==> config.mk <==
export PLATFORM = sky130hd
export DESIGN_NAME = fir_filter_circular
export DESIGN_NICKNAME = d
export VERILOG_FILES = /design/src/rtl/firc_pkg.sv /design/src/rtl/firc_delay_ram.sv /design/src/rtl/firc_mac.sv /design/src/rtl/fir_filter_circular.sv
export SDC_FILE = /design/constraint.sdc
export NUM_CORES = 2
export LEC_CHECK = 0
export CELL_PAD_IN_SITES_DETAIL_PLACEMENT = 0
export CELL_PAD_IN_SITES_GLOBAL_PLACEMENT = 2
export CORE_MARGIN = 5
export CORE_UTILIZATION = 45
export DETAILED_ROUTE_END_ITERATION = 10
export DONT_BUFFER_PORTS = 1
export GPL_TIMING_DRIVEN = 0
export PLACE_DENSITY_LB_ADDON = 0.1
export SLEW_MARGIN = 20
export SYNTH_ARGS = -nofsm -noshare
export SYNTH_HDL_FRONTEND = slang
export SYNTH_SLANG_ARGS = --single-unit
export TNS_END_PERCENT = 1
==> constraint.sdc <==
create_clock -name clk -period 7.4 [get_ports clk]
set_input_delay 0.74 -clock clk [delete_from_list [all_inputs] [get_ports clk]]
set_output_delay 0.74 -clock clk [all_outputs]
set_load 0.05 [all_outputs]
==> src/rtl/firc_pkg.sv <==
// ----------------------------------------------------------------------------
// firc_pkg: shared types and constants of the circular fir filter
// sizes, coefficient table, tap control word and sequencer states
// ----------------------------------------------------------------------------
package firc_pkg;

  localparam int TAPS       = 121;
  localparam int COEF_WIDTH = 16;
  localparam int SAMPLE_W   = 16;

  localparam int TAP_W    = (TAPS > 1) ? $clog2(TAPS) : 1;
  localparam int FILL_W   = $clog2(TAPS + 1);
  localparam int PROD_W   = SAMPLE_W + COEF_WIDTH;
  localparam int ACC_W    = PROD_W + TAP_W;
  localparam int FRAC_W   = COEF_WIDTH - 1;

  // stored half of the symmetric q1.15 table
  localparam int ROM_LEN   = 121;
  localparam int ROM_HALF  = 61;
  localparam int ROM_W     = 16;
  localparam int ROM_IDX_W = $clog2(ROM_HALF);
  localparam int CW_MAX    = 24;
  localparam int COEF_UP   = (COEF_WIDTH >= ROM_W) ? COEF_WIDTH - ROM_W : 0;
  localparam int COEF_DN   = (COEF_WIDTH < ROM_W) ? ROM_W - COEF_WIDTH : 0;

  localparam logic signed [ACC_W-1:0] SAT_HI = ACC_W'((2 ** (SAMPLE_W - 1)) - 1);
  localparam logic signed [ACC_W-1:0] SAT_LO = -SAT_HI - ACC_W'(1);

  localparam logic signed [ROM_W-1:0] ROM_TBL [ROM_HALF] = '{
    16'sd133,   16'sd112,   16'sd81,    16'sd41,    -16'sd6,
    -16'sd57,   -16'sd110,  -16'sd161,  -16'sd207,  -16'sd245,
    -16'sd272,  -16'sd287,  -16'sd288,  -16'sd275,  -16'sd249,
    -16'sd213,  -16'sd169,  -16'sd121,  -16'sd74,   -16'sd32,
    16'sd2,     16'sd24,    16'sd31,    16'sd23,    -16'sd1,
    -16'sd40,   -16'sd89,   -16'sd145,  -16'sd201,  -16'sd253,
    -16'sd292,  -16'sd312,  -16'sd309,  -16'sd277,  -16'sd214,
    -16'sd120,  16'sd6,     16'sd157,   16'sd329,   16'sd514,
    16'sd700,   16'sd878,   16'sd1036,  16'sd1162,  16'sd1247,
    16'sd1283,  16'sd1262,  16'sd1182,  16'sd1042,  16'sd845,
    16'sd599,   16'sd311,   -16'sd4,    -16'sd335,  -16'sd664,
    -16'sd977,  -16'sd1257, -16'sd1492, -16'sd1668, -16'sd1778,
    16'sd30953
  };

  typedef enum logic [1:0] {
    ST_IDLE,
    ST_RUN,
    ST_WAIT
  } state_t;

  // control word that travels beside the delay line read data
  typedef struct packed {
    logic             vld;
    logic             live;   // entry has been written since reset
    logic             last;
    logic [TAP_W-1:0] k;
  } tap_t;

  // coefficient of tap k, mirrored and rescaled to q1.(COEF_WIDTH-1)
  function automatic logic signed [COEF_WIDTH-1:0] coef_at(input logic [TAP_W-1:0] k);
    logic signed [CW_MAX-1:0] ext;
    logic [ROM_IDX_W-1:0]     idx;
    idx = '0;
    ext = '0;
    if (int'(k) < ROM_LEN) begin
      idx = (int'(k) < ROM_HALF) ? ROM_IDX_W'(k) : ROM_IDX_W'(ROM_LEN - 1 - int'(k));
      ext = CW_MAX'(ROM_TBL[idx]);
      ext = (ext <<< COEF_UP) >>> COEF_DN;
    end
    return ext[COEF_WIDTH-1:0];
  endfunction

endpackage

==> src/rtl/firc_delay_ram.sv <==
// ----------------------------------------------------------------------------
// firc_delay_ram: circular sample store
// one write port, one read port, registered read data
// ----------------------------------------------------------------------------
module firc_delay_ram (
  input  logic                                   clk,
  input  logic                                   we,
  input  logic [firc_pkg::TAP_W-1:0]             waddr,
  input  logic signed [firc_pkg::SAMPLE_W-1:0]   wdata,
  input  logic [firc_pkg::TAP_W-1:0]             raddr,
  output logic signed [firc_pkg::SAMPLE_W-1:0]   rdata
);

  logic signed [firc_pkg::SAMPLE_W-1:0] mem [firc_pkg::TAPS];

  always_ff @(posedge clk) begin
    if (we) begin
      mem[waddr] <= wdata;
    end
  end

  always_ff @(posedge clk) begin
    rdata <= mem[raddr];
  end

endmodule

==> src/rtl/firc_mac.sv <==
// ----------------------------------------------------------------------------
// firc_mac: multiply-accumulate datapath
// coefficient lookup and product register, then full-width accumulator
// ----------------------------------------------------------------------------
module firc_mac (
  input  logic                                 clk,
  input  logic                                 rst_n,
  input  logic                                 clear,
  input  firc_pkg::tap_t                       tap,
  input  logic signed [firc_pkg::SAMPLE_W-1:0] sample,
  output logic signed [firc_pkg::ACC_W-1:0]    acc,
  output logic                                 done
);

  logic signed [firc_pkg::COEF_WIDTH-1:0] coef;
  logic signed [firc_pkg::PROD_W-1:0]     prod_nxt;
  logic signed [firc_pkg::PROD_W-1:0]     prod_r;
  firc_pkg::tap_t                         tap_r;
  logic signed [firc_pkg::ACC_W-1:0]      acc_r;
  logic                                   done_r;

  always_comb begin
    coef     = firc_pkg::coef_at(tap.k);
    prod_nxt = '0;
    if (tap.live) begin
      prod_nxt = coef * sample;
    end
  end

  always_ff @(posedge clk) begin
    prod_r <= prod_nxt;
  end

  always_ff @(posedge clk) begin
    if (!rst_n) begin
      tap_r  <= '0;
      acc_r  <= '0;
      done_r <= 1'b0;
    end else begin
      tap_r  <= tap;
      done_r <= tap_r.vld && tap_r.last;
      if (clear) begin
        acc_r <= '0;
      end else if (tap_r.vld) begin
        acc_r <= acc_r + firc_pkg::ACC_W'(prod_r);
      end
    end
  end

  assign acc  = acc_r;
  assign done = done_r;

endmodule

==> src/rtl/fir_filter_circular.sv <==
// throughput: a new sample is taken only in ST_IDLE, after the last result went to the
//   output register; the single delay ram read port feeds one multiply-accumulate per
//   tap, one tap per cycle; a result that finds the previous word still untaken waits
//   for out_tready and holds off the next sample
// reset: synchronous active-low rst_n clears control state; a fill count makes
//   never-written delay entries contribute zero products, so no clearing pass is needed
// ----------------------------------------------------------------------------
// fir_filter_circular: 121-tap direct form fir over a circular delay ram
// one shared mac walks the taps newest sample first, output is saturated
// ----------------------------------------------------------------------------
module fir_filter_circular (
  input  logic        clk,
  input  logic        rst_n,
  input  logic        in_tvalid,
  output logic        in_tready,
  input  logic [15:0] in_tdata,   // [15:0] sample_in
  output logic        out_tvalid,
  input  logic        out_tready,
  output logic [15:0] out_tdata   // [15:0] sample_out
);

  localparam logic [firc_pkg::TAP_W-1:0]  LAST_ADDR = firc_pkg::TAP_W'(firc_pkg::TAPS - 1);
  localparam logic [firc_pkg::FILL_W-1:0] FILL_MAX  = firc_pkg::FILL_W'(firc_pkg::TAPS);

  firc_pkg::state_t                    state_r, state_nxt;
  logic [firc_pkg::TAP_W-1:0]          wr_pos_r, wr_pos_nxt;   // slot for the next sample
  logic [firc_pkg::FILL_W-1:0]         fill_r, fill_nxt;       // entries written since reset
  logic [firc_pkg::TAP_W-1:0]          rd_addr_r, rd_addr_nxt; // walks backward from newest
  logic [firc_pkg::TAP_W-1:0]          tap_cnt_r, tap_cnt_nxt;
  firc_pkg::tap_t                      tap_r, tap_nxt;
  logic                                res_rdy_r, res_rdy_nxt; // accumulator holds a result
  logic                                out_vld_r, out_vld_nxt;
  logic signed [firc_pkg::SAMPLE_W-1:0] out_data_r, out_data_nxt;

  logic                                 accept;
  logic                                 load_out;
  logic signed [firc_pkg::SAMPLE_W-1:0] rd_data;
  logic signed [firc_pkg::ACC_W-1:0]    acc;
  logic signed [firc_pkg::ACC_W-1:0]    scaled;
  logic                                 mac_done;

  // no word is taken while reset is held
  assign in_tready = rst_n && (state_r == firc_pkg::ST_IDLE);
  assign accept    = in_tvalid && in_tready;

  // sample goes into the ram on the accept edge, reads start the cycle after
  firc_delay_ram u_ram (
    .clk   (clk),
    .we    (accept),
    .waddr (wr_pos_r),
    .wdata (in_tdata),
    .raddr (rd_addr_r),
    .rdata (rd_data)
  );

  firc_mac u_mac (
    .clk    (clk),
    .rst_n  (rst_n),
    .clear  (accept),
    .tap    (tap_r),
    .sample (rd_data),
    .acc    (acc),
    .done   (mac_done)
  );

  // drop the fraction bits (floor) and clamp to the sample range
  always_comb begin
    scaled       = acc >>> firc_pkg::FRAC_W;
    out_data_nxt = out_data_r;
    if (scaled > firc_pkg::SAT_HI) begin
      out_data_nxt = firc_pkg::SAT_HI[firc_pkg::SAMPLE_W-1:0];
    end else if (scaled < firc_pkg::SAT_LO) begin
      out_data_nxt = firc_pkg::SAT_LO[firc_pkg::SAMPLE_W-1:0];
    end else begin
      out_data_nxt = scaled[firc_pkg::SAMPLE_W-1:0];
    end
  end

  // sequencer
  always_comb begin
    state_nxt   = state_r;
    wr_pos_nxt  = wr_pos_r;
    fill_nxt    = fill_r;
    rd_addr_nxt = rd_addr_r;
    tap_cnt_nxt = tap_cnt_r;
    tap_nxt     = '0;
    res_rdy_nxt = res_rdy_r || mac_done;
    load_out    = 1'b0;
    out_vld_nxt = out_vld_r && !out_tready;

    unique case (state_r)
      firc_pkg::ST_IDLE: begin
        if (accept) begin
          rd_addr_nxt = wr_pos_r;
          tap_cnt_nxt = '0;
          wr_pos_nxt  = (wr_pos_r == LAST_ADDR) ? '0 : wr_pos_r + 1'b1;
          if (fill_r != FILL_MAX) begin
            fill_nxt = fill_r + 1'b1;
          end
          state_nxt = firc_pkg::ST_RUN;
        end
      end
      firc_pkg::ST_RUN: begin
        tap_nxt.vld  = 1'b1;
        tap_nxt.live = firc_pkg::FILL_W'(rd_addr_r) < fill_r;
        tap_nxt.last = (tap_cnt_r == LAST_ADDR);
        tap_nxt.k    = tap_cnt_r;
        rd_addr_nxt  = (rd_addr_r == '0) ? LAST_ADDR : rd_addr_r - 1'b1;
        tap_cnt_nxt  = tap_cnt_r + 1'b1;
        if (tap_cnt_r == LAST_ADDR) begin
          state_nxt = firc_pkg::ST_WAIT;
        end
      end
      firc_pkg::ST_WAIT: begin
        // hand the sum to the output register once it has room
        if (res_rdy_r && (!out_vld_r || out_tready)) begin
          load_out    = 1'b1;
          res_rdy_nxt = 1'b0;
          out_vld_nxt = 1'b1;
          state_nxt   = firc_pkg::ST_IDLE;
        end
      end
      default: begin
        state_nxt = firc_pkg::ST_IDLE;
      end
    endcase
  end

  always_ff @(posedge clk) begin
    if (!rst_n) begin
      state_r   <= firc_pkg::ST_IDLE;
      wr_pos_r  <= '0;
      fill_r    <= '0;
      rd_addr_r <= '0;
      tap_cnt_r <= '0;
      tap_r     <= '0;
      res_rdy_r <= 1'b0;
      out_vld_r <= 1'b0;
    end else begin
      state_r   <= state_nxt;
      wr_pos_r  <= wr_pos_nxt;
      fill_r    <= fill_nxt;
      rd_addr_r <= rd_addr_nxt;
      tap_cnt_r <= tap_cnt_nxt;
      tap_r     <= tap_nxt;
      res_rdy_r <= res_rdy_nxt;
      out_vld_r <= out_vld_nxt;
    end
  end

  always_ff @(posedge clk) begin
    if (load_out) begin
      out_data_r <= out_data_nxt;
    end
  end

  assign out_tvalid = out_vld_r;
  assign out_tdata  = out_data_r;

`ifndef ASSERT_OFF
  // an accepted word always starts a tap walk
  a_accept_runs: assert property (@(posedge clk) disable iff (!rst_n)
    accept |=> (state_r == firc_pkg::ST_RUN))
    else $error("accepted word did not start the tap walk");

  // the mac finishes only after the last tap was issued
  a_done_in_wait: assert property (@(posedge clk) disable iff (!rst_n)
    mac_done |-> (state_r == firc_pkg::ST_WAIT))
    else $error("mac finished outside the wait state");

  // the output register is never overwritten while its word is unread
  a_no_overwrite: assert property (@(posedge clk) disable iff (!rst_n)
    load_out |-> (!out_vld_r || out_tready))
    else $error("result loaded over an untaken word");

  // fill count never passes the tap count
  a_fill_bound: assert property (@(posedge clk) disable iff (!rst_n)
    fill_r <= FILL_MAX)
    else $error("fill count out of range");
`endif

endmodule
==> flow_metrics.env <==
export IMPL_holdCritStartpoint="in_tdata[7]"
export IMPL_regToRegSetupSlack_ps=-470
export IMPL_layout_setup_ws_ps=-473
export IMPL_grt_pass1_vias=50600
export IMPL_placed_area_um2=97400
export IMPL_fp_dieH_um=463
export IMPL_finalCritPeriodShare=1.06
export IMPL_finish_utilization=0.521
export IMPL_start_util=0.452
export IMPL_multi_input_area_um2=30100
export IMPL_yosys_warnings=0
export IMPL_p_leak_nw=35.2
export IMPL_design_area_um2=106000
export IMPL_crit_buf_inv=7
export IMPL_drv_slew=0
export IMPL_hpwl_um=179000
export IMPL_die_x_um=463
export IMPL_powerDensity_nw_per_um2=283
export IMPL_synthDistinctLibCells=93
export IMPL_drt_pass1_iter_count=6
export IMPL_run_status="finished, violations left"
export IMPL_antenna_left=0
export IMPL_synth_edf_count=1952
export IMPL_cap_violations=0
export IMPL_worst_ep_arrival_time_ps=8580
export IMPL_seq_area_frac_synth=0.663
export IMPL_synth_avg_cell_area_um2=17.8
export IMPL_critical_path_max_stage_delay_ps=530
export IMPL_endpoint_kind="flop"
export IMPL_path_clk_slew_ps=60
export IMPL_synth_area_leaders="edfxtp_1, mux4_2, fa_1"
export IMPL_critical_path_max_fanout=10
export IMPL_cp_start_kind="flop"
export IMPL_cts_root_buf="clkbuf_16"
export IMPL_gp_congestion=0.867
export IMPL_crit_required_ps=8110
export IMPL_vdd_ir_drop_max_v=0.000276
export IMPL_netlist_area_um2=92400
export IMPL_crit_top_cell="fa_1"
export IMPL_wl_um=281000
export IMPL_cpMaxStageDelayCell="fa_1"
export IMPL_syn_num_nets=5616
export IMPL_violations="negative setup slack"
export IMPL_drc_errors=0
export IMPL_clk_path_buf_depth=3
export IMPL_fin_skew_ps=81.7
export IMPL_syn_instance_count=5189
export IMPL_worst_hold_slack_ps=83.2
export IMPL_fin_crit_ps=7870
export IMPL_worstHoldEndpoint="u_ram.mem[2][7]"
export IMPL_cts_made_buffers=215
export IMPL_grt_pass1_wl_um=393000
export IMPL_post_synth_top_count_cell="edfxtp_1"
export IMPL_final_nets=6002
export IMPL_yosys_area_top_type="edfxtp_1"
export IMPL_slew_headroom=0.154
export IMPL_num_rows=166
export IMPL_htree_levels=4
export IMPL_synth_top_area_frac=0.634
export IMPL_post_drt_via_cell_ratio=5.97
export IMPL_hold_path_depth=0
export IMPL_tightest_slew_ps=1270
export IMPL_cts_sinks=2084
export IMPL_yosys_top_cells_count="edfxtp_1, mux4_2, inv_1"
export IMPL_max_freq_ghz=0.127
export IMPL_seqCellArea_um2=61300
export IMPL_cts_tree="done"
export IMPL_antenna_found_initial=20
export IMPL_die_area_um2=214000
export IMPL_rsz0062_at_grt="true"
export IMPL_nFillCells=16600
export IMPL_grt_total_usage=0.260
export IMPL_hold_violations=0
export IMPL_fin_tns_setup_ps=-4540
export IMPL_grt_ovfl_total=0
export IMPL_worstReg2RegStart="tap_r[0]"
export IMPL_syn2layout_area_growth_pct=15.3
export IMPL_finalSetupViolations=16
export IMPL_reg2reg_depth=33
export IMPL_hp_class="in -> reg"
export IMPL_core_area_um2=204000
export IMPL_rr_endpoint="u_mac.prod_r[28]"
export IMPL_insertion_delay_ps=890
export IMPL_ys_ff_latch=2084
export IMPL_boundaryPins=38
export IMPL_synth_flop_cell="edfxtp_1"
export IMPL_path_class="reg -> reg"
export IMPL_grt_max_degree=105
export IMPL_power_mw=30.2
export IMPL_port_buffers=0
export IMPL_critPathTopFamily="adder cells"
export IMPL_wl_per_cell_um=33.3
export IMPL_vias=50500
export IMPL_drive_above_1_share=0.243
export IMPL_ys_async_sr_fraction=0
export IMPL_drtIter0Drc=5958
[cell families (layout without fill, tap and decap cells)]
kind of cell    after synthesis  in the layout  share of synthesized area
flops                      2084           2084                      0.663
simple gates                806            806                     0.0413
compound gates              526            526                     0.0373
mux                         700            700                      0.149
fa+ha+maj                   407            407                     0.0759
buf+inv                     595           1163                     0.0263
xor+xnor                     71             71                    0.00681
other cells                   0              8                          0
[power by group]
part | total [mW] | switching (mW) | internal [mW]
clock network | 10.8 | 4.71 | 6.05
logic | 6.33 | 3.72 | 2.61
registers | 13.1 | 0.101 | 13.0
total | 30.2 | 8.54 | 21.6
[layer usage]
layer	global-route usage	wire length (um)	vias up
li1	-	-	21000
met1	0.372	117000	27100
met2	0.414	134000	2068
met3	0.0495	22500	336
met4	0.0670	7580	0
met5	0	0	-
[worst max-delay path by stage]
stage | slack (ps) | startpoint | end | cells past startpoint
after floorplan | -5 | tap_r[0] | u_mac.prod_r[26] | 31
after global placement | -1620 | tap_r[0] | u_mac.prod_r[28] | 32
after detailed placement | -1610 | tap_r[0] | u_mac.prod_r[28] | 32
after CTS | -640 | tap_r[1] | u_mac.prod_r[28] | 32
after global routing | -780 | tap_r[0] | u_mac.prod_r[28] | 32
final | -470 | tap_r[0] | u_mac.prod_r[28] | 33
[registers in the layout (all words and copies together), names as in the netlist]
signal,cells
u_ram.mem,1936
u_mac.acc,39
u_mac.prod_r,32
out_tdata,16
u_ram.rdata,16
tap_r,10
fill_r,7
rd_addr_r,7
tap_cnt_r,7
wr_pos_r,7
state_r,2
u_mac.tap_r,2
out_tvalid,1
res_rdy_r,1
u_mac.done,1
[per-stage QoR]
step	setup slack, ps	cells
after detailed placement	-1610	7919
after global routing	-784	8446
after CTS	-641	8400
after global placement	-1620	7877
final	-473	8453
after floorplan	-5.06	5189
[placed cells by master (no fill, tap or decap), types with 26 or more instances in the layout]
cell       netlist  final
a21o_1          31     30
nor2_1         290    164
o21ai_0        118    104
fa_1           256    245
edfxtp_1      1952   1952
buf_6            4     36
buf_12           0     37
mux2i_1        142    141
o22ai_1         30     30
inv_1          336    333
nand2_1        195    188
nor2_4           1     93
and2_1         101     98
clkinv_1         1     55
a211oi_1        34     31
clkbuf_1       133    150
ha_1           151    135
xnor2_1         42     40
xor2_1          28     26
a21oi_1        124    115
dfxtp_1        132    127
nor2_2           1     35
o21a_1          30     29
buf_4           21     92
nand3_1         59     58
clkbuf_2         0     28
nor3_1          31     28
clkinv_2         0     30
buf_2           73     68
mux4_2         541    541
o221ai_1        29     28
clkbuf_16        0    216
[layout make-up]
class	instances	share of cell area
antenna	8	0.000188
buffer	253	0.0123
clock buffer	268	0.0530
clock inverter	131	0.0126
inverter	341	0.0121
multi-input combinational	2510	0.283
sequential	2084	0.575
tap	2688	0.0316
timing repair buffer	170	0.0203
[repair_timing]
action                                  in CTS  in global routing
hold buffers                                42                  3
endpoints found under the setup margin      22                 20
pin swaps                                   40                 59
setup buffers                               40                 41
gates resized for setup                     88                 54
gates cloned                                 1                  1
endpoints found under the hold margin      974                  1
[worst reg2reg max path: cells and delay by family (launching register included)]
kind                     cells  cell delay (ps)
AND/OR/NAND/NOR              4              410
AO/OA/AOI/OAI               12             2200
XOR/XNOR                     1              210
buffers and inverters        7              820
adder cells (fa/ha/maj)      8             3370
flip-flops                   1              350
multiplexers                 1              410
Note: power is estimated with default switching activity, not from simulation.
